## src/rtl/ppa_pkg.sv

```systemverilog
// Shared types and constants for the power phase angle block.
// Holds the quadrant codes, the arctangent table and the fixed-point formats.
// Depends on nothing; every other file refers to it by scoped names.
package ppa_pkg;

   // Guard bits appended below the magnitudes before rotation.
   localparam int GUARD = 24;
   // Number of entries in the arctangent table.
   localparam int TABLE_LEN = 24;
   // Angle accumulator width: centidegrees with 16 fraction bits, signed.
   localparam int Z_W = 32;
   localparam int Z_FRAC = 16;
   // Width of the truncated base angle (0 to 9000).
   localparam int BASE_W = 14;
   localparam int ANGLE_W = 16;
   localparam int CFG_W = 24;
   localparam int QUEUE_DEPTH = 2;

   localparam logic [CFG_W-1:0] MIN_ACTIVE_POWER_RESET = CFG_W'(5);
   localparam logic [ANGLE_W-1:0] HALF_TURN = ANGLE_W'(18000);
   localparam logic [ANGLE_W-1:0] FULL_TURN = ANGLE_W'(36000);
   localparam logic [BASE_W-1:0] RIGHT_ANGLE = BASE_W'(9000);
   localparam logic signed [Z_W-1:0] RIGHT_Q16 = Z_W'(9000 * 65536);

   // atan(2^-i) in centidegrees, Q16, rounded to nearest.
   localparam logic signed [Z_W-1:0] ATAN_Q16 [TABLE_LEN] = '{
      32'sd294912000, 32'sd174096719, 32'sd91987925, 32'sd46694507,
      32'sd23437865,  32'sd11730358,  32'sd5866610,  32'sd2933484,
      32'sd1466764,   32'sd733385,    32'sd366693,   32'sd183346,
      32'sd91673,     32'sd45837,     32'sd22918,    32'sd11459,
      32'sd5730,      32'sd2865,      32'sd1432,     32'sd716,
      32'sd358,       32'sd179,       32'sd90,       32'sd45
   };

   typedef enum logic [1:0] {
      QUAD_FIRST,
      QUAD_SECOND,
      QUAD_THIRD,
      QUAD_FOURTH
   } quadrant_type;

   // Classification made by the front part and carried alongside the data.
   typedef struct packed {
      quadrant_type quadrant;
      logic         low_power;
   } class_type;

endpackage

```

## src/rtl/ppa_front.sv

```systemverilog
// Front part of the power phase angle block: takes requests and classifies them.
// Finds the quadrant and the low active power flag and holds the request
// until the queue takes it. Depends on ppa_pkg.
module ppa_front #(
   parameter int MAG_WIDTH = 24
) (
   input  logic                          clock,
   input  logic                          reset,
   input  logic                          start,
   output logic                          busy,
   input  logic                          req_active_negative,
   input  logic                          req_reactive_negative,
   input  logic [MAG_WIDTH-1:0]          req_reactive_magnitude,
   input  logic [MAG_WIDTH-1:0]          req_active_magnitude,
   input  logic [ppa_pkg::CFG_W-1:0]     min_active_power,
   output logic                          push,
   input  logic                          queue_full,
   output ppa_pkg::class_type            push_class,
   output logic [MAG_WIDTH-1:0]          push_p,
   output logic [MAG_WIDTH-1:0]          push_q
);

   localparam int CMP_W = (MAG_WIDTH > ppa_pkg::CFG_W) ? MAG_WIDTH : ppa_pkg::CFG_W;

   logic                   valid_ff, valid_in;
   ppa_pkg::class_type     class_ff, class_in;
   logic [MAG_WIDTH-1:0]   p_ff, q_ff;
   logic                   accept;

   assign busy   = valid_ff && queue_full;
   assign accept = start && !busy;
   assign push   = valid_ff && !queue_full;

   always_comb begin
      if (!req_active_negative) begin
         class_in.quadrant = req_reactive_negative ? ppa_pkg::QUAD_FOURTH
                                                   : ppa_pkg::QUAD_FIRST;
      end else begin
         class_in.quadrant = req_reactive_negative ? ppa_pkg::QUAD_THIRD
                                                   : ppa_pkg::QUAD_SECOND;
      end
      class_in.low_power = (CMP_W'(req_active_magnitude) <= CMP_W'(min_active_power));
   end

   always_comb begin
      if (accept) begin
         valid_in = 1'b1;
      end else if (push) begin
         valid_in = 1'b0;
      end else begin
         valid_in = valid_ff;
      end
   end

   always_ff @(posedge clock) begin
      if (reset) begin
         valid_ff <= 1'b0;
      end else begin
         valid_ff <= valid_in;
      end
   end

   always_ff @(posedge clock) begin
      if (accept) begin
         class_ff <= class_in;
         p_ff     <= req_active_magnitude;
         q_ff     <= req_reactive_magnitude;
      end
   end

   assign push_class = class_ff;
   assign push_p     = p_ff;
   assign push_q     = q_ff;

endmodule

```

## config.mk

```make
export PLATFORM = sky130hd
export DESIGN_NAME = ppa_front
export DESIGN_NICKNAME = d
export VERILOG_FILES = /design/src/rtl/ppa_pkg.sv /design/src/rtl/ppa_front.sv
export SDC_FILE = /design/constraint.sdc
export NUM_CORES = 1
export LEC_CHECK = 0
export BUFFER_PORTS_ARGS = -buffer_cell sky130_fd_sc_hd__buf_2
export CAP_MARGIN = 20
export CORE_ASPECT_RATIO = 1.25
export CORE_MARGIN = 2
export CORE_UTILIZATION = 30
export DETAILED_ROUTE_END_ITERATION = 12
export PLACE_DENSITY_LB_ADDON = 0.12
export SYNTH_ARGS = -nofsm -noshare
export SYNTH_HDL_FRONTEND = slang
export SYNTH_SLANG_ARGS = --single-unit
```

## constraint.sdc

```tcl
create_clock -name clock -period 3.3 [get_ports clock]
set_input_delay 0.495 -clock clock [delete_from_list [all_inputs] [get_ports clock]]
set_output_delay 0.495 -clock clock [all_outputs]
set_load 0.02 [all_outputs]
```

# == Word-level counts from Yosys, hierarchy flattened ==
# Index checks and enable logic that the tools add are counted.
# Widths: inputs -> output; s select.
# totals
output_inout_bits,53
word_cells,17
ff_bits,52
inputBits,78
# classes
n_lt_le_gt_ge,1
n_mux,5
reduce_logical,6
# ops
operator,n
$le 24x24->1,1
$mux 2,3
$logic_and 1x1->1,3
$logic_not 1->1,2
$mux 1,2
$reduce_bool 2->1,1

# == Logic depth before layout (Yosys ltp) ==
# Gate-level depths: netlist (run 1).
# depth
depth_word,4
mapped_depth,7
mapped_depth_nobuf,7

# == Worst setup path after synthesis (run 1) ==
# No wires, ideal clock.
# synth_path
path_kind,input -> register
start,input port queue_full
end,"register class_ff (netlist bit push_class[0]), enable pin"
arrival_ps,3027
path_buffers,0
required_ps,2835
setup_slack_ps,-192
setup_ps,465
stages,2
cell_sequence,and2_1 nor2b_1
# synth_between
elab_chain_len,3
# synth_lines
element,line,source
"start, declared",ppa_front.sv:17,"input logic queue_full,"
$logic_and 1x1->1,ppa_front.sv:30,assign busy = valid_ff && queue_full;
$logic_not 1->1,ppa_front.sv:31,assign accept = start && !busy;
$logic_and 1x1->1,ppa_front.sv:31,
net accept,ppa_front.sv:28,logic accept;
"end signal, assigned",ppa_front.sv:65,class_ff <= class_in;
"end, declared",ppa_front.sv:26,"ppa_pkg::class_type class_ff, class_in;"
# The timed path passes the listed nets, and every way through them passes these cells.
# A chain may end at the register's enable or synchronous reset.

# == Worst setup path after layout (run 1) ==
# layout_path
start,register valid_ff
end,"register q_ff[16], in the netlist push_q[16], enable pin"
# layout_between
elab_chain_len,3
# layout_lines
element,line,source
"start, declared",ppa_front.sv:25,"logic valid_ff, valid_in;"
"start signal, assigned",ppa_front.sv:59,valid_ff <= valid_in;
$logic_and 1x1->1,ppa_front.sv:30,
$logic_not 1->1,ppa_front.sv:31,
$logic_and 1x1->1,ppa_front.sv:31,
net accept,ppa_front.sv:28,
"end signal, assigned",ppa_front.sv:67,q_ff <= req_reactive_magnitude;
"end, declared",ppa_front.sv:27,"logic [MAG_WIDTH-1:0] p_ff, q_ff;"
# The timed path passes the listed nets, and every way through them passes these cells.

==> results.toml, run 1 <==
[clock_tree]
cts_tree = "built"
root_buffer = "clkbuf_8"
cts_hold_buf = 0
post-cts-setup-buffers = 0
htree_levels = 2
clkTransAtPathRegs_ns = 0.09
cts_buffers = 5
cts_buffer_depth = 2
cts_resized = 0
worst_skew_pair.late_latency_ns = 0.30
numClockSinks = 52

[timing]
hold_ws_ns = 0.348
tightest_slew_ns = 0.695
skew_ns = 0.00864
rsz0062_at_grt = "no"
setup_tns_ns = 0
slew-limit-headroom = 0.536
setup_viol = 0
hold_viol = 0
finalCriticalPeriod_ns = 1.65
min_period_over_period = 0.501
fmax_ghz = 0.605
slew_viol_final = 0

[floorplanning]
die_h_um = 99.5
die_width_um = 80.4
initial_utilization = 0.312
dieArea_um2 = 8000
rows = 34
coreArea_um2 = 7020
ios = 131

[worst_setup_path]
max_stage_delay_ns = 0.57
cp.depth = 3
crit_slowest_cell = "nor2b_4"
required_ns = 3.30
cp.arrival_ns = 1.65
r2r_cells = 3
start_kind = "register"
critPathTopFamily = "simple AND/OR/NAND/NOR gates"
cp-end-kind = "register"
crit_chain = "and2_1, nor2b_4, buf_12"
cp_num_buf_inv = 1
crit_type = "reg2reg"
critPathMaxFanout = 30

[status]
outcome = "finished, final reports clean"

[pwr]
p_per_area_nw_per_um2 = 484
p_leak_uw = 0.00149
peakVddDrop_uv = 245

[synthesis]
ys_warn_count = 0
synth_nets = 245
syn-mean-instance-area_um2 = 15.3
synth_seq_area_share = 0.709
netlist_area_um2 = 2190
synthCells = 143
ys_types = 23
synth_seq_cells = 52

[cells_and_area]
area_growth_pct = 42.2
drive_above_1_share = 0.500
nNetsFinal = 383
final_cell_mix = "buf_2 (130), edfxtp_1 (51), inv_1 (24), ha_1 (24), a21oi_1 (10)"
layout_commonest_cell = "buf_2"
n_antenna_cell = 0

[detailed_routing]
drtAntennaViolNets = 0
num_vias = 1571
via_per_inst = 4.22
wl_mm = 4.56
drtIter0Drc = 26
avgRoutedWirePerCell_um = 12.3
first_pass_iters = 4
drc = 0

[global_route]
grt_max_degree = 31
grt_pass1_vias = 1531
grt_usage = 0.113
gr-total-overflow = 0
grt_pass1_wl_mm = 6.92
antenna_found_initial = 0

[placement]
gp_congestion = 0.694
numPortBuffers = 130
hpwlAfterDp_mm = 3.74

[flow_run]
cap_violations = 0

[hold_path]
hold_depth = 2
hold_class = "in2reg"
-- cell usage after synthesis (all sizes together) --
master	count	area, um2
and2	1	6.26
and4	1	8.76
nand2	6	22.5
edfxtp	51	1530
xor2	1	8.76
a221o	1	10.0
o21bai	1	7.51
ha	24	300
a21o	1	7.51
a211oi	1	7.51
nand3	4	25.0
nor2b	3	18.8
nor2	4	17.5
nor3	1	5.00
o211ai	1	7.51
a31o	1	8.76
dfxtp	1	20.0
nand4	4	25.0
inv	24	90.1
a21oi	10	50.1
o21ai	2	10.0
-- metal layers --
metal,vias to the layer above,part of all wire,GRT usage
met5,-,0,0
met4,0,0.011,0.0469
met3,4,0.10,0.0408
met2,79,0.49,0.195
met1,691,0.40,0.124
li1,797,-,-
-- registers in the layout, indices dropped and copies added (netlist names) --
name        cells
valid_ff        1
push_p         24
push_class      3
push_q         24
-- cell type report --
class / instances / area [um2]
clock buffer: 6 / 72.6
clock inverter: 2 / 60.1
fill: 682 / 3910
inverter: 24 / 90.1
multi-input combinational: 67 / 554
sequential: 52 / 1550
tap: 90 / 113
timing repair buffer: 131 / 671
-- worst reg2reg max path, delay by kind of cell, from the launching register on --
| kind | cells | cell delay (ns) |
|---|---|---|
| buffers and inverters | 1 | 0.29 |
| DFF | 1 | 0.32 |
| and+or+nand+nor | 2 | 0.74 |
-- report_power, final --
part	internal [uW]	switching, uW
Clock	303	207
Sequential	771	7.80
Combinational	90.1	127
Total	1160	342
-- metrics by stage --
stage               utilization  worst slack (ns)  cell area (um2)  cells  power [uW]
floorplan                     -             0.776             2190    143         912
global placement          0.424              1.31             2980    364        1010
detailed placement        0.424              1.29             2980    364        1020
CTS                       0.443              1.62             3110    372        1520
global route              0.443              1.53             3110    372        1580
finish                    0.443              1.65             3110    372        1510
-- worst paths after layout --
path              startpoint          to  slack [ns]
setup reg to reg    valid_ff  push_q[16]        1.65
hold / removal         reset    valid_ff        0.35
setup / recovery    valid_ff  push_q[16]        1.65
hold reg to reg     valid_ff    valid_ff        0.67
-- logic make-up (layout without fill, tap and decap cells) --
group	after synthesis	count (layout)	synth area share
AND/OR/NAND/NOR	24	24	0.0589
XOR/XNOR	1	1	0.00400
adder cells (fa/ha/maj)	24	24	0.137
flip-flops	52	52	0.709
buffers and inverters	24	163	0.0412
AO/OA/AOI/OAI	18	18	0.0497
Power figures use the tool's default switching activity.
==> run 2, diff against run 1 <==
==> constraint.sdc (replaced) <==
create_clock -name clock -period 1.5 [get_ports clock]
set_input_delay 0.225 -clock clock [delete_from_list [all_inputs] [get_ports clock]]
set_output_delay 0.225 -clock clock [all_outputs]
set_load 0.02 [all_outputs]
==> results.toml, run 2 (synthesized netlist as in run 1, its figures left out) <==
[status]
outcome = "finished, final reports clean"

[timing]
slew_viol_final = 0
finalCriticalPeriod_ns = 1.34
skew_ns = 0.00255
slew-limit-headroom = 0.815
tightest_slew_ns = 0.274
setup_tns_ns = 0
min_period_over_period = 0.893
rsz0062_at_grt = "no"
fmax_ghz = 0.746
setup_viol = 0
hold_viol = 0

[worst_setup_path]
crit_slowest_cell = "ha_1"
cp-end-kind = "register"
r2r-end = "push_q[5]"
crit_type = "in2reg"
crit_end = "push_class[0]"
critPathMaxFanout = 2
cp.arrival_ns = 1.41
max_stage_delay_ns = 0.30
r2r_start = "valid_ff"
start_kind = "input pin"
crit_chain = "buf_2, ha_1, nand4_1, nor2_2, nand3_2, o21bai_1, a31o_1"
r2r_cells = 3
required_ns = 1.57
r2r_setup_slack_ns = 0.34
crit_start = "req_active_magnitude[22]"

[global_route]
antenna_found_initial = 0
grt_usage = 0.114
gr-total-overflow = 0
grt_pass1_vias = 1566
grt_max_degree = 34
grt_pass1_wl_mm = 6.96

[placement]
dp.cells = 371
placed_cell_area_um2 = 3050
numPortBuffers = 130
hpwlAfterDp_mm = 3.85
gp_congestion = 0.695

[clock_tree]
root_buffer = "clkbuf_8"
post-cts-setup-buffers = 0
cts_hold_buf = 0
cts_buffer_depth = 2
cts_tree = "built"
cts_buffers = 5
clkTransAtPathRegs_ns = 0.10
numClockSinks = 52
worst_skew_pair.late_latency_ns = 0.30
htree_levels = 2
cts_resized = 0

[cells_and_area]
drive_above_1_share = 0.516
area_growth_pct = 43.3
nNetsFinal = 390
multi_input_comb_area_um2 = 557
final_cell_mix = "buf_2 (130), edfxtp_1 (51), inv_1 (24), ha_1 (24), a21oi_1 (10)"
fillers = 676
n_antenna_cell = 0
regArea_um2 = 1550
layout_commonest_cell = "buf_2"
stdcell_count = 379
fin_area_um2 = 3140

[floorplanning]
die_width_um = 80.4
coreArea_um2 = 7020
rows = 34
die_h_um = 99.5
dieArea_um2 = 8000
ios = 131
initial_utilization = 0.312

[detailed_routing]
wl_mm = 4.71
drc = 0
avgRoutedWirePerCell_um = 12.4
drtAntennaViolNets = 0
first_pass_iters = 4
via_per_inst = 4.26
drtIter0Drc = 37
num_vias = 1615

[pwr]
peakVddDrop_uv = 396
power_uw = 3010
p_per_area_nw_per_um2 = 959
p_leak_uw = 0.00151

[hold_path]
hold_class = "in2reg"

[flow_run]
cap_violations = 0
run 2: cell count changes in the layout (fill, tap and decap cells not counted), sizes merged:
cell | before | now
clkinv | 0 | 1
clkinvlp | 0 | 1
bufinv | 2 | 0
buf | 131 | 138
run 2: routing by layer:
| layer | GRT usage | wire length (um) |
|---|---|---|
| met1 | 0.127 | 1800 |
| met5 | 0 | 0 |
| met2 | 0.203 | 2400 |
| met3 | 0.0399 | 485 |
| met4 | 0.0352 | 25 |
run 2: stage by stage:
stage                     setup slack (ns)  utilization  hold WS, ns
after CTS                            0.142        0.447       0.0597
after floorplan                     -0.142            -        0.297
after detailed placement            -0.195        0.434        0.389
after global routing                0.0136        0.447       0.0577
final                                0.160        0.447       0.0720
after global placement              -0.199        0.434        0.388
run 2: layout make-up:
class	count	share of cell area
well taps	90	0.0359
inverters	24	0.0287
clock buffers	6	0.0231
flip-flops and latches	52	0.495
multi-input cells	67	0.178
repair buffers	138	0.235
clock inverters	2	0.00519
run 2: how the worst min path moves through the flow:
stage                from        to  slack (ns)  depth (start not counted)
floorplan           reset  valid_ff        0.30                          1
global placement    reset  valid_ff        0.39                          2
global route        reset  valid_ff        0.06                          2
detailed placement  reset  valid_ff        0.39                          2
CTS                 reset  valid_ff        0.06                          2
finish              reset  valid_ff        0.07                          2
run 2: power by group:
| group | internal [uW] | switching [uW] |
|---|---|---|
| clock | 333 | 459 |
| combinational | 216 | 286 |
| sequential | 1700 | 17.0 |
run 2: worst max-delay path: cells and delay by family:
family                   cells  cell delay, ns
AND/OR/NAND/NOR              3            0.41
adder cells (fa/ha/maj)      1            0.30
buffers and inverters        1            0.10
AO/OA/AOI/OAI                2            0.36
