`src/rtl/ppa_pkg.sv`:
```
// Shared types and constants for the power phase angle block.
// Holds the quadrant codes, the arctangent table and the fixed-point formats.
// Depends on nothing; every other file refers to it by scoped names.
package ppa_pkg;

   // Guard bits appended below the magnitudes before rotation.
   localparam int GUARD = 24;
   // Number of entries in the arctangent table.
   localparam int TABLE_LEN = 24;
   // Angle accumulator width: centidegrees with 16 fraction bits, signed.
   localparam int Z_W = 32;
   localparam int Z_FRAC = 16;
   // Width of the truncated base angle (0 to 9000).
   localparam int BASE_W = 14;
   localparam int ANGLE_W = 16;
   localparam int CFG_W = 24;
   localparam int QUEUE_DEPTH = 2;

   localparam logic [CFG_W-1:0] MIN_ACTIVE_POWER_RESET = CFG_W'(5);
   localparam logic [ANGLE_W-1:0] HALF_TURN = ANGLE_W'(18000);
   localparam logic [ANGLE_W-1:0] FULL_TURN = ANGLE_W'(36000);
   localparam logic [BASE_W-1:0] RIGHT_ANGLE = BASE_W'(9000);
   localparam logic signed [Z_W-1:0] RIGHT_Q16 = Z_W'(9000 * 65536);

   // atan(2^-i) in centidegrees, Q16, rounded to nearest.
   localparam logic signed [Z_W-1:0] ATAN_Q16 [TABLE_LEN] = '{
      32'sd294912000, 32'sd174096719, 32'sd91987925, 32'sd46694507,
      32'sd23437865,  32'sd11730358,  32'sd5866610,  32'sd2933484,
      32'sd1466764,   32'sd733385,    32'sd366693,   32'sd183346,
      32'sd91673,     32'sd45837,     32'sd22918,    32'sd11459,
      32'sd5730,      32'sd2865,      32'sd1432,     32'sd716,
      32'sd358,       32'sd179,       32'sd90,       32'sd45
   };

   typedef enum logic [1:0] {
      QUAD_FIRST,
      QUAD_SECOND,
      QUAD_THIRD,
      QUAD_FOURTH
   } quadrant_type;

   // Classification made by the front part and carried alongside the data.
   typedef struct packed {
      quadrant_type quadrant;
      logic         low_power;
   } class_type;

endpackage

```
`src/rtl/ppa_queue.sv`:
```
// Short queue between the front and back parts of the power phase angle block.
// A small register file with read and write pointers. Depends on ppa_pkg.
module ppa_queue #(
   parameter int MAG_WIDTH = 24
) (
   input  logic                  clock,
   input  logic                  reset,
   input  logic                  push,
   input  ppa_pkg::class_type    push_class,
   input  logic [MAG_WIDTH-1:0]  push_p,
   input  logic [MAG_WIDTH-1:0]  push_q,
   output logic                  full,
   input  logic                  pop,
   output logic                  head_valid,
   output ppa_pkg::class_type    head_class,
   output logic [MAG_WIDTH-1:0]  head_p,
   output logic [MAG_WIDTH-1:0]  head_q
);

   localparam int DEPTH = ppa_pkg::QUEUE_DEPTH;
   localparam int PTR_W = (DEPTH > 1) ? $clog2(DEPTH) : 1;
   localparam int CNT_W = $clog2(DEPTH + 1);

   ppa_pkg::class_type    class_mem [DEPTH];
   logic [MAG_WIDTH-1:0]  p_mem [DEPTH];
   logic [MAG_WIDTH-1:0]  q_mem [DEPTH];
   logic [PTR_W-1:0]      wr_ptr_ff, rd_ptr_ff;
   logic [CNT_W-1:0]      count_ff;
   logic                  do_pop;

   assign full       = (count_ff == CNT_W'(DEPTH));
   assign head_valid = (count_ff != '0);
   assign do_pop     = pop && head_valid;

   function automatic logic [PTR_W-1:0] next_ptr(input logic [PTR_W-1:0] ptr);
      if (ptr == PTR_W'(DEPTH - 1)) begin
         return '0;
      end
      return ptr + PTR_W'(1);
   endfunction

   always_ff @(posedge clock) begin
      if (reset) begin
         wr_ptr_ff <= '0;
         rd_ptr_ff <= '0;
         count_ff  <= '0;
      end else begin
         if (push) begin
            wr_ptr_ff <= next_ptr(wr_ptr_ff);
         end
         if (do_pop) begin
            rd_ptr_ff <= next_ptr(rd_ptr_ff);
         end
         if (push && !do_pop) begin
            count_ff <= count_ff + CNT_W'(1);
         end else if (do_pop && !push) begin
            count_ff <= count_ff - CNT_W'(1);
         end
      end
   end

   always_ff @(posedge clock) begin
      if (push) begin
         class_mem[wr_ptr_ff] <= push_class;
         p_mem[wr_ptr_ff]     <= push_p;
         q_mem[wr_ptr_ff]     <= push_q;
      end
   end

   assign head_class = class_mem[rd_ptr_ff];
   assign head_p     = p_mem[rd_ptr_ff];
   assign head_q     = q_mem[rd_ptr_ff];

endmodule

```
`config.mk`:
```
export PLATFORM = sky130hd
export DESIGN_NAME = ppa_queue
export DESIGN_NICKNAME = d
export VERILOG_FILES = /design/src/rtl/ppa_pkg.sv /design/src/rtl/ppa_queue.sv
export SDC_FILE = /design/constraint.sdc
export NUM_CORES = 1
export LEC_CHECK = 0
export BUFFER_PORTS_ARGS = -buffer_cell sky130_fd_sc_hd__buf_2
export CAP_MARGIN = 20
export CORE_UTILIZATION = 45
export DETAILED_ROUTE_END_ITERATION = 8
export PLACE_DENSITY = 0.7
export SLEW_MARGIN = 30
export SYNTH_ARGS = -nofsm -noshare
export SYNTH_HDL_FRONTEND = slang
export SYNTH_SLANG_ARGS = --single-unit
```
`constraint.sdc`:
```
create_clock -name clock -period 5.8 [get_ports clock]
set_clock_uncertainty 0.15 [all_clocks]
set_input_delay 1.45 -clock clock [delete_from_list [all_inputs] [get_ports clock]]
set_output_delay 1.45 -clock clock [all_outputs]
set_load 0.01 [all_outputs]
```
Word-level counts from Yosys, hierarchy flattened
Memory sizes are Yosys's and may differ from the RTL's. A register that Yosys moved wholly into a read port is not among the register bits.
Cells that the tools add are included.
{ "op_classes": {"addsub": 4, "muxes": 20, "reduce_logical": 7, "eq_ne": 1} }
{ "ops": {"columns": ["op", "n"], "rows": [
  ["$mux 1", 18],
  ["$mux 2", 2],
  ["$reduce_bool 2->1", 2],
  ["$logic_and 1x1->1", 3],
  ["$add 1x1->1 const B", 2],
  ["$add 2x1->2 const B", 1],
  ["$eq 2x2->1 const B", 1],
  ["$logic_not 1->1", 2],
  ["$sub 2x1->2 const B", 1]
]} }
{ "totals": {"input_bits": 55, "ff_bits": 4, "mem_count": 3, "output_inout_bits": 53, "word_cells": 38, "mem_bits_rw": 102} }
{ "memory_table": {"columns": ["memory", "words", "width", "read_ports", "rd_clocked_by_memory_dff", "write_ports", "line", "text"], "rows": [
  ["p_mem", 2, 24, 1, 1, 1, "ppa_queue.sv:25", "logic [MAG_WIDTH-1:0] p_mem [DEPTH];"],
  ["q_mem", 2, 24, 1, 1, 1, "ppa_queue.sv:26", "logic [MAG_WIDTH-1:0] q_mem [DEPTH];"],
  ["class_mem", 2, 3, 1, 1, 1, "ppa_queue.sv:24", "ppa_pkg::class_type class_mem [DEPTH];"]
]} }

Longest topological paths before layout
Gate-level depths: netlist (run 1).
{ "depth": {"word_depth": 7, "ltp_mapped": 5, "mapped_depth_nobuf": 5} }

Worst setup path after synthesis (run 1)
Ideal clock, no wire load.
{ "synth_path": {"path_type": "input to register", "start": "in push", "end": "mem class_mem[0][0] in the netlist's numbering (enable)", "cell_stages": 1, "setup_slack_ps": 1475, "path_buffers": 0, "setup_time_ps": 466, "arrival_ps": 3709, "t_required_ps": 5184, "path_cell_list": "nor2b_1"} }
{ "synth_via": {"elab_chain_len": 2} }
{ "synth_lines": {"columns": ["element", "line", "text"], "rows": [
  ["from (decl)", "ppa_queue.sv:8", "input logic push,"],
  ["$mux 1", "ppa_queue.sv:63", "if (push) begin"],
  ["$mux 1 (implied by the code)", "ppa_queue.sv:64", "class_mem[wr_ptr_ff] <= push_class;"],
  ["to (decl)", "ppa_queue.sv:24", null]
]} }
Every way passes these cells.

==> impl_metrics.ini, run 1 <==
[final_layout]
final_cells = 407
multi_input_area_um2 = 694.4
fill_cells = 667
diodes = 0
post-route-util_pct = 57.67
drive_above_1_share_pct = 60.60
area.sequential_um2 = 3164
area_growth_pct = 23.39
fin_nets = 353

[routing]
drtIter0Drc = 58
first_pass_iters = 4
post_drt_wl_per_cell_um = 15.97
routed_wl_um = 6500
final_antenna_net_count = 0
drc_errors = 0
num_vias = 1970
via_per_inst = 4.840

[power]
p_sw_share_pct = 26.34
p_int_mw = 1.379
p_comb_share_pct = 22.8
pwr-share-clk_pct = 26.3
p_switching_mw = 0.4929
seqPwrFrac_pct = 50.9
power.total_mw = 1.872
peakVddDrop_mv = 0.1997
power.density_nw_per_um2 = 391.1
p_leak_nw = 1.799

[clocking]
cts_hold_buffers = 0
clkTransAtPathRegs_ns = 0.10
clock_latency_ns = 0.35
ctsResizeCount = 0
htreeDepth = 3
cts-root-buf = clkbuf_8
clk_path_buf_depth = 2
numCtsBuffers = 9
cts_tree = yes
cts_setup_buffers = 0
clock_sinks = 107

[global_route]
met2_usage_pct = 24.28
grt.overflow.total = 0
grt_util_met3_pct = 4.187
grt_pass1_vias = 1991
globalRouteTotalUtil_pct = 14.54
antenna_found_initial = 0
busiest_layer = met2
grt_max_degree = 34
gr-usage-met1_pct = 17.16
grt_pass1_wl_um = 9453

[sta]
drv_slew = 0
max_clock_freq_mhz = 272.4
setup_violations = 0
finalCriticalPeriod_ns = 3.672
slew_headroom_pct = 44.46
rsz0062_at_grt = false
setup_tns_ns = 0
timing.final.crit_share_pct = 63.30
worst_slew_pin_slew_ns = 0.8330
hold_viol = 0

[setup_path]
cp.buffers_inverters = 2
slowest_stage = dfxtp_2
end_kind = output port
start_kind = flip-flop
critPathKind = flip-flop to output port
crit_required_ns = 4.20
path_delay_family = flip-flops
worstPathMaxFanout = 31
cpPeakStageDelay_ns = 0.67
critPathArrivalTime_ns = 2.07
path_cells = buf_4 > mux2_2 > buf_2

[synth]
synth_ff_type = edfxtp_1
synth_common_cells = 102 x edfxtp_1, 51 x mux2_2, 6 x buf_2
synth.area.top_cells = edfxtp_1 79%, mux2_2 15%, dfxtp_1 2.6%
avgSynthCellArea_um2 = 21.43
synth_top_area_cell = edfxtp_1
synth_seq_cells = 107
synth_edf_count = 102
ys_seq_area_share_pct = 81.55
synth_fp_nets = 237
synth_top_area_share_pct = 78.97
ys_types = 15
synthMostInstantiatedCell = edfxtp_1
netlist_area_um2 = 3879
netlist_instances = 181
synthArstFlopShare_pct = 0
ys_warn_count = 0

[floorplan]
start_util_pct = 46.74
core_area_um2 = 8299
dieHeight_um = 94.84
die_w_um = 94.84
io_pins = 108
std_cell_rows = 33
die_area_um2 = 8995

[place]
routabilityCongestion = 0.6126
dp_hpwl_um = 4241
place_inst = 390
io_buffers = 107

[hold_path]
hold_path.class = flip-flop to flip-flop

[flow_run]
maxCapViolations = 0

[run_status]
outcome = finished, final reports clean
==> cells by family after synthesis <==
logic type	count (synthesis)	share of synthesized area, %
AOI/OAI and AO/OA	3	0.3870
muxes	51	14.81
adders and majority gates	1	0.3225
xor gates and xnor gates	4	0.9034
buffers and inverters	6	0.7742
and+or+nand+nor	9	1.258
DFF	107	81.55
==> worst reg2reg max path, stage by stage (launching register included) <==
cell     delay, ns
dfxtp_1       0.42
and2_2        0.73
buf_4         0.41
==> per-stage QoR <==
stage	hold WS [ns]	cell area [µm²]	setup WS [ns]
6_report	0.3772	4786	2.128
3_3_place_gp	0.3352	4548	2.492
3_5_place_dp	0.3594	4548	2.461
4_1_cts	0.3810	4771	2.057
5_1_grt	0.4229	4786	2.007
2_1_floorplan	0.3161	3879	1.475
==> placed cells by master, fill, tap and decap left out <==
master        n
nor2b_4       1
buf_8         1
nor2_1        4
a21oi_1       1
and2_2        1
buf_2       107
dfxtp_2       1
o21ai_0       2
clkinv_4      1
bufinv_16     2
or3_1         1
inv_6         2
dfxtp_1       4
xor2_1        3
ha_1          1
mux2_2       51
clkinvlp_4    1
edfxtp_1    102
clkbuf_8      9
or2_2         1
xnor2_1       1
clkinv_2      1
and2b_2       1
buf_4         3
==> power groups by stage <==
stage | Sequential (mW) | Combinational (mW) | Clock, mW
2_1_floorplan | 0.942 | 0.300 | 0
3_3_place_gp | 0.967 | 0.426 | 0
3_5_place_dp | 0.973 | 0.431 | 0
4_1_cts | 0.955 | 0.433 | 0.506
5_1_grt | 0.962 | 0.464 | 0.531
6_report | 0.953 | 0.426 | 0.493
==> path summary, 6_finish.rpt <==
kind              from      endpoint  slack (ns)  depth (start not counted)
max          flip-flop     head_q[9]        2.13                          3
min          rd_ptr_ff     rd_ptr_ff        0.38                          2
max reg2reg  wr_ptr_ff  q_mem[1][22]        3.76                          2
min reg2reg  rd_ptr_ff     rd_ptr_ff        0.38                          2
==> state kept, by name, summed over array words and instances (netlist names), named ones only <==
register   cells
q_mem         48
wr_ptr_ff      1
p_mem         48
rd_ptr_ff      1
count_ff       2
class_mem      6
==> layer usage <==
layer / share of wire [%] / routed length (µm)
met1: 42 / 2702
met2: 49 / 3194
met3: 7.7 / 501
met4: 1.6 / 102
met5: 0 / 0
==> layout make-up <==
cell class / instances / share of cell area (%)
well taps: 105 / 2.745
repair buffers: 111 / 11.97
clock inverters: 7 / 2.065
flip-flops and latches: 107 / 66.12
multi-input cells: 68 / 14.51
clock buffers: 9 / 2.588
Note: power is estimated with default switching activity, not from simulation.
==> inputs of run 2 (changes only) <==
--- a/config.mk
+++ b/config.mk
@@ -5,6 +5,7 @@
 export SDC_FILE = /design/constraint.sdc
 export NUM_CORES = 1
 export LEC_CHECK = 0
+export ABC_AREA = 1
 export BUFFER_PORTS_ARGS = -buffer_cell sky130_fd_sc_hd__buf_2
 export CAP_MARGIN = 20
 export CORE_UTILIZATION = 45
==> constraint.sdc (replaced) <==
create_clock -name clock -period 3.47 [get_ports clock]
set_clock_uncertainty 0.15 [all_clocks]
set_input_delay 0.8675 -clock clock [delete_from_list [all_inputs] [get_ports clock]]
set_output_delay 0.8675 -clock clock [all_outputs]
set_load 0.01 [all_outputs]
==> run 2 against run 1 <==
Net effect:
- the flow now finishes with violations (design-rule violations)
- worst setup slack worse by 1.5 ns
- hold slack worse by 0.013 ns
- final cell count is 4.4% higher
- register-to-register slack worse by 2.0 ns
- critical path depth did not move
- sequential share of layout area is 2.4 points lower
- sequential power grew 61%
- first-iteration DRC count is 33% higher
- critical path type unchanged
- critical endpoint is now head_q[15]
- largest cell class unchanged
==> impl_metrics.ini, run 2 <==
[run_status]
outcome = complete, but fails checks
failed_checks = design-rule violations

[sta]
setup_violations = 0
hold_viol = 0
finalCriticalPeriod_ns = 2.861
worst_slew_pin_slew_ns = 0.5993
setup_tns_ns = 0
timing.final.crit_share_pct = 82.44
rsz0062_at_grt = false
max_clock_freq_mhz = 349.6
slew_headroom_pct = 59.99
drv_slew = 0

[synth]
netlist_area_um2 = 4168
ys_warn_count = 0
ys_seq_area_share_pct = 75.89
synth_top_area_share_pct = 73.49
synth_top_area_cell = edfxtp_1
synth_fp_nets = 250
synthMostInstantiatedCell = edfxtp_1
synth_seq_cells = 107
avgSynthCellArea_um2 = 21.48
synthArstFlopShare_pct = 0
synth_ff_type = edfxtp_1
synth_common_cells = 102 x edfxtp_1, 50 x mux2_4, 8 x inv_1, 8 x nand2_1, 6 x nor2_1
synth_edf_count = 102
synth.area.top_cells = edfxtp_1 73%, mux2_4 18%, buf_12 2.4%
ys_types = 15
netlist_instances = 194

[final_layout]
reg.largest.list = p_mem (48), q_mem (48), class_mem (6)
drive_above_1_share_pct = 57.14
fin_nets = 366
final_cell_mix = 107 x buf_2, 102 x edfxtp_1, 50 x mux2_4
area_growth_pct = 19.33
layout_commonest_cell = buf_2

[clocking]
clock_sinks = 107
cts_setup_buffers = 0
cts_hold_buffers = 0
htreeDepth = 3
clkTransAtPathRegs_ns = 0.09
clk_path_buf_depth = 2
numCtsBuffers = 9
clock_latency_ns = 0.36
cts-root-buf = clkbuf_8
cts_tree = yes
ctsResizeCount = 0

[power]
power.density_nw_per_um2 = 529.2
peakVddDrop_mv = 0.2422
power.total_mw = 2.632
p_leak_nw = 1.987

[flow_run]
maxCapViolations = 0

[setup_path]
end_kind = output port
start_kind = flip-flop
worstPathMaxFanout = 22
ff2ff_setup_slack_ns = 1.78
r2r-end = class_mem[1][2]
rr_worst_depth = 3
timing.rr.start = wr_ptr_ff
critPathArrivalTime_ns = 1.84
crit_required_ns = 2.45
critPathKind = flip-flop to output port

[place]
io_buffers = 107
dp_hpwl_um = 4418
routabilityCongestion = 0.6947

[routing]
routed_wl_um = 6558
first_pass_iters = 8
drc_errors = 10
final_antenna_net_count = 0
post_drt_wl_per_cell_um = 15.43
drtIter0Drc = 77
via_per_inst = 4.824
num_vias = 2050

[hold_path]
hold_path.class = flip-flop to flip-flop
min_from = rd_ptr_ff
worstHoldPathCells = 2
hold-path-endpoint = rd_ptr_ff

[global_route]
grt_pass1_vias = 2077
grt.overflow.total = 0
busiest_layer = met2
gr-usage-met1_pct = 16.27
grt_max_degree = 38
grt_util_met3_pct = 3.794
grt_pass1_wl_um = 10010
met2_usage_pct = 24.21
globalRouteTotalUtil_pct = 14.20
antenna_found_initial = 2

[floorplan]
start_util_pct = 47.10
io_pins = 108
core_area_um2 = 8848
die_w_um = 98.24
die_area_um2 = 9650
std_cell_rows = 34
dieHeight_um = 98.24
[run 2: cells by family (layout without fill, tap and decap cells)]
family,after synthesis,after routing,share of synthesized area [%]
flops,107,107,75.89
mux,51,51,18.28
simple gates,18,18,1.771
buf+inv,14,135,3.392
compound gates,3,3,0.3601
fa+ha+maj,1,1,0.3002
other cells,0,2,0
[run 2: power by group]
part           internal [mW]  leakage (nW)  switching [mW]  total [mW]
clock                  0.264        0.0812           0.417       0.682
sequential              1.49         0.999          0.0399        1.53
combinational          0.225         0.906           0.190       0.416
[run 2: routing by layer]
layer,part of all wire (%),vias up
met4,2.1,0
met5,0,-
met1,40,985
li1,-,978
met3,7.0,12
met2,51,75
[run 2: area by class of cell]
| class | count | area [µm²] |
|---|---|---|
| repair buffers | 111 | 590.6 |
| inverters | 8 | 30.03 |
| fillers | 687 | 3875 |
| well taps | 108 | 135.1 |
| clock buffers | 9 | 123.9 |
| multi-input cells | 73 | 870.8 |
| clock inverters | 7 | 51.30 |
| diodes | 2 | 5.005 |
| flip-flops and latches | 107 | 3167 |
[run 2: worst max path at each step]
stage	depth (start not counted)	slack [ns]	endpoint
global route	3	0.53	head_class[2]
detailed placement	3	1.0	head_q[4]
floorplan	2	0.69	class_mem[0][0]
global placement	3	1.01	head_q[12]
finish	3	0.61	head_q[15]
CTS	3	0.58	head_q[15]
[run 2: metrics by stage]
stage                     instances  hold slack [ns]  utilization [%]  area [µm²]  setup slack (ns)
after floorplan                 194           0.3145                -        4170            0.6887
after global placement          407           0.3296            54.17        4793             1.010
after detailed placement        407           0.3446            54.17        4793            0.9988
after CTS                       423           0.3712            56.15        4969            0.5779
after global routing            424           0.4100            56.18        4971            0.5256
final                           425           0.3639            56.21        4974            0.6094
[run 2: critical path: stages (launching register included)]
cell,delay [ns]
dfxtp_4,0.61
buf_4,0.38
mux2_4,0.33
buf_2,0.14
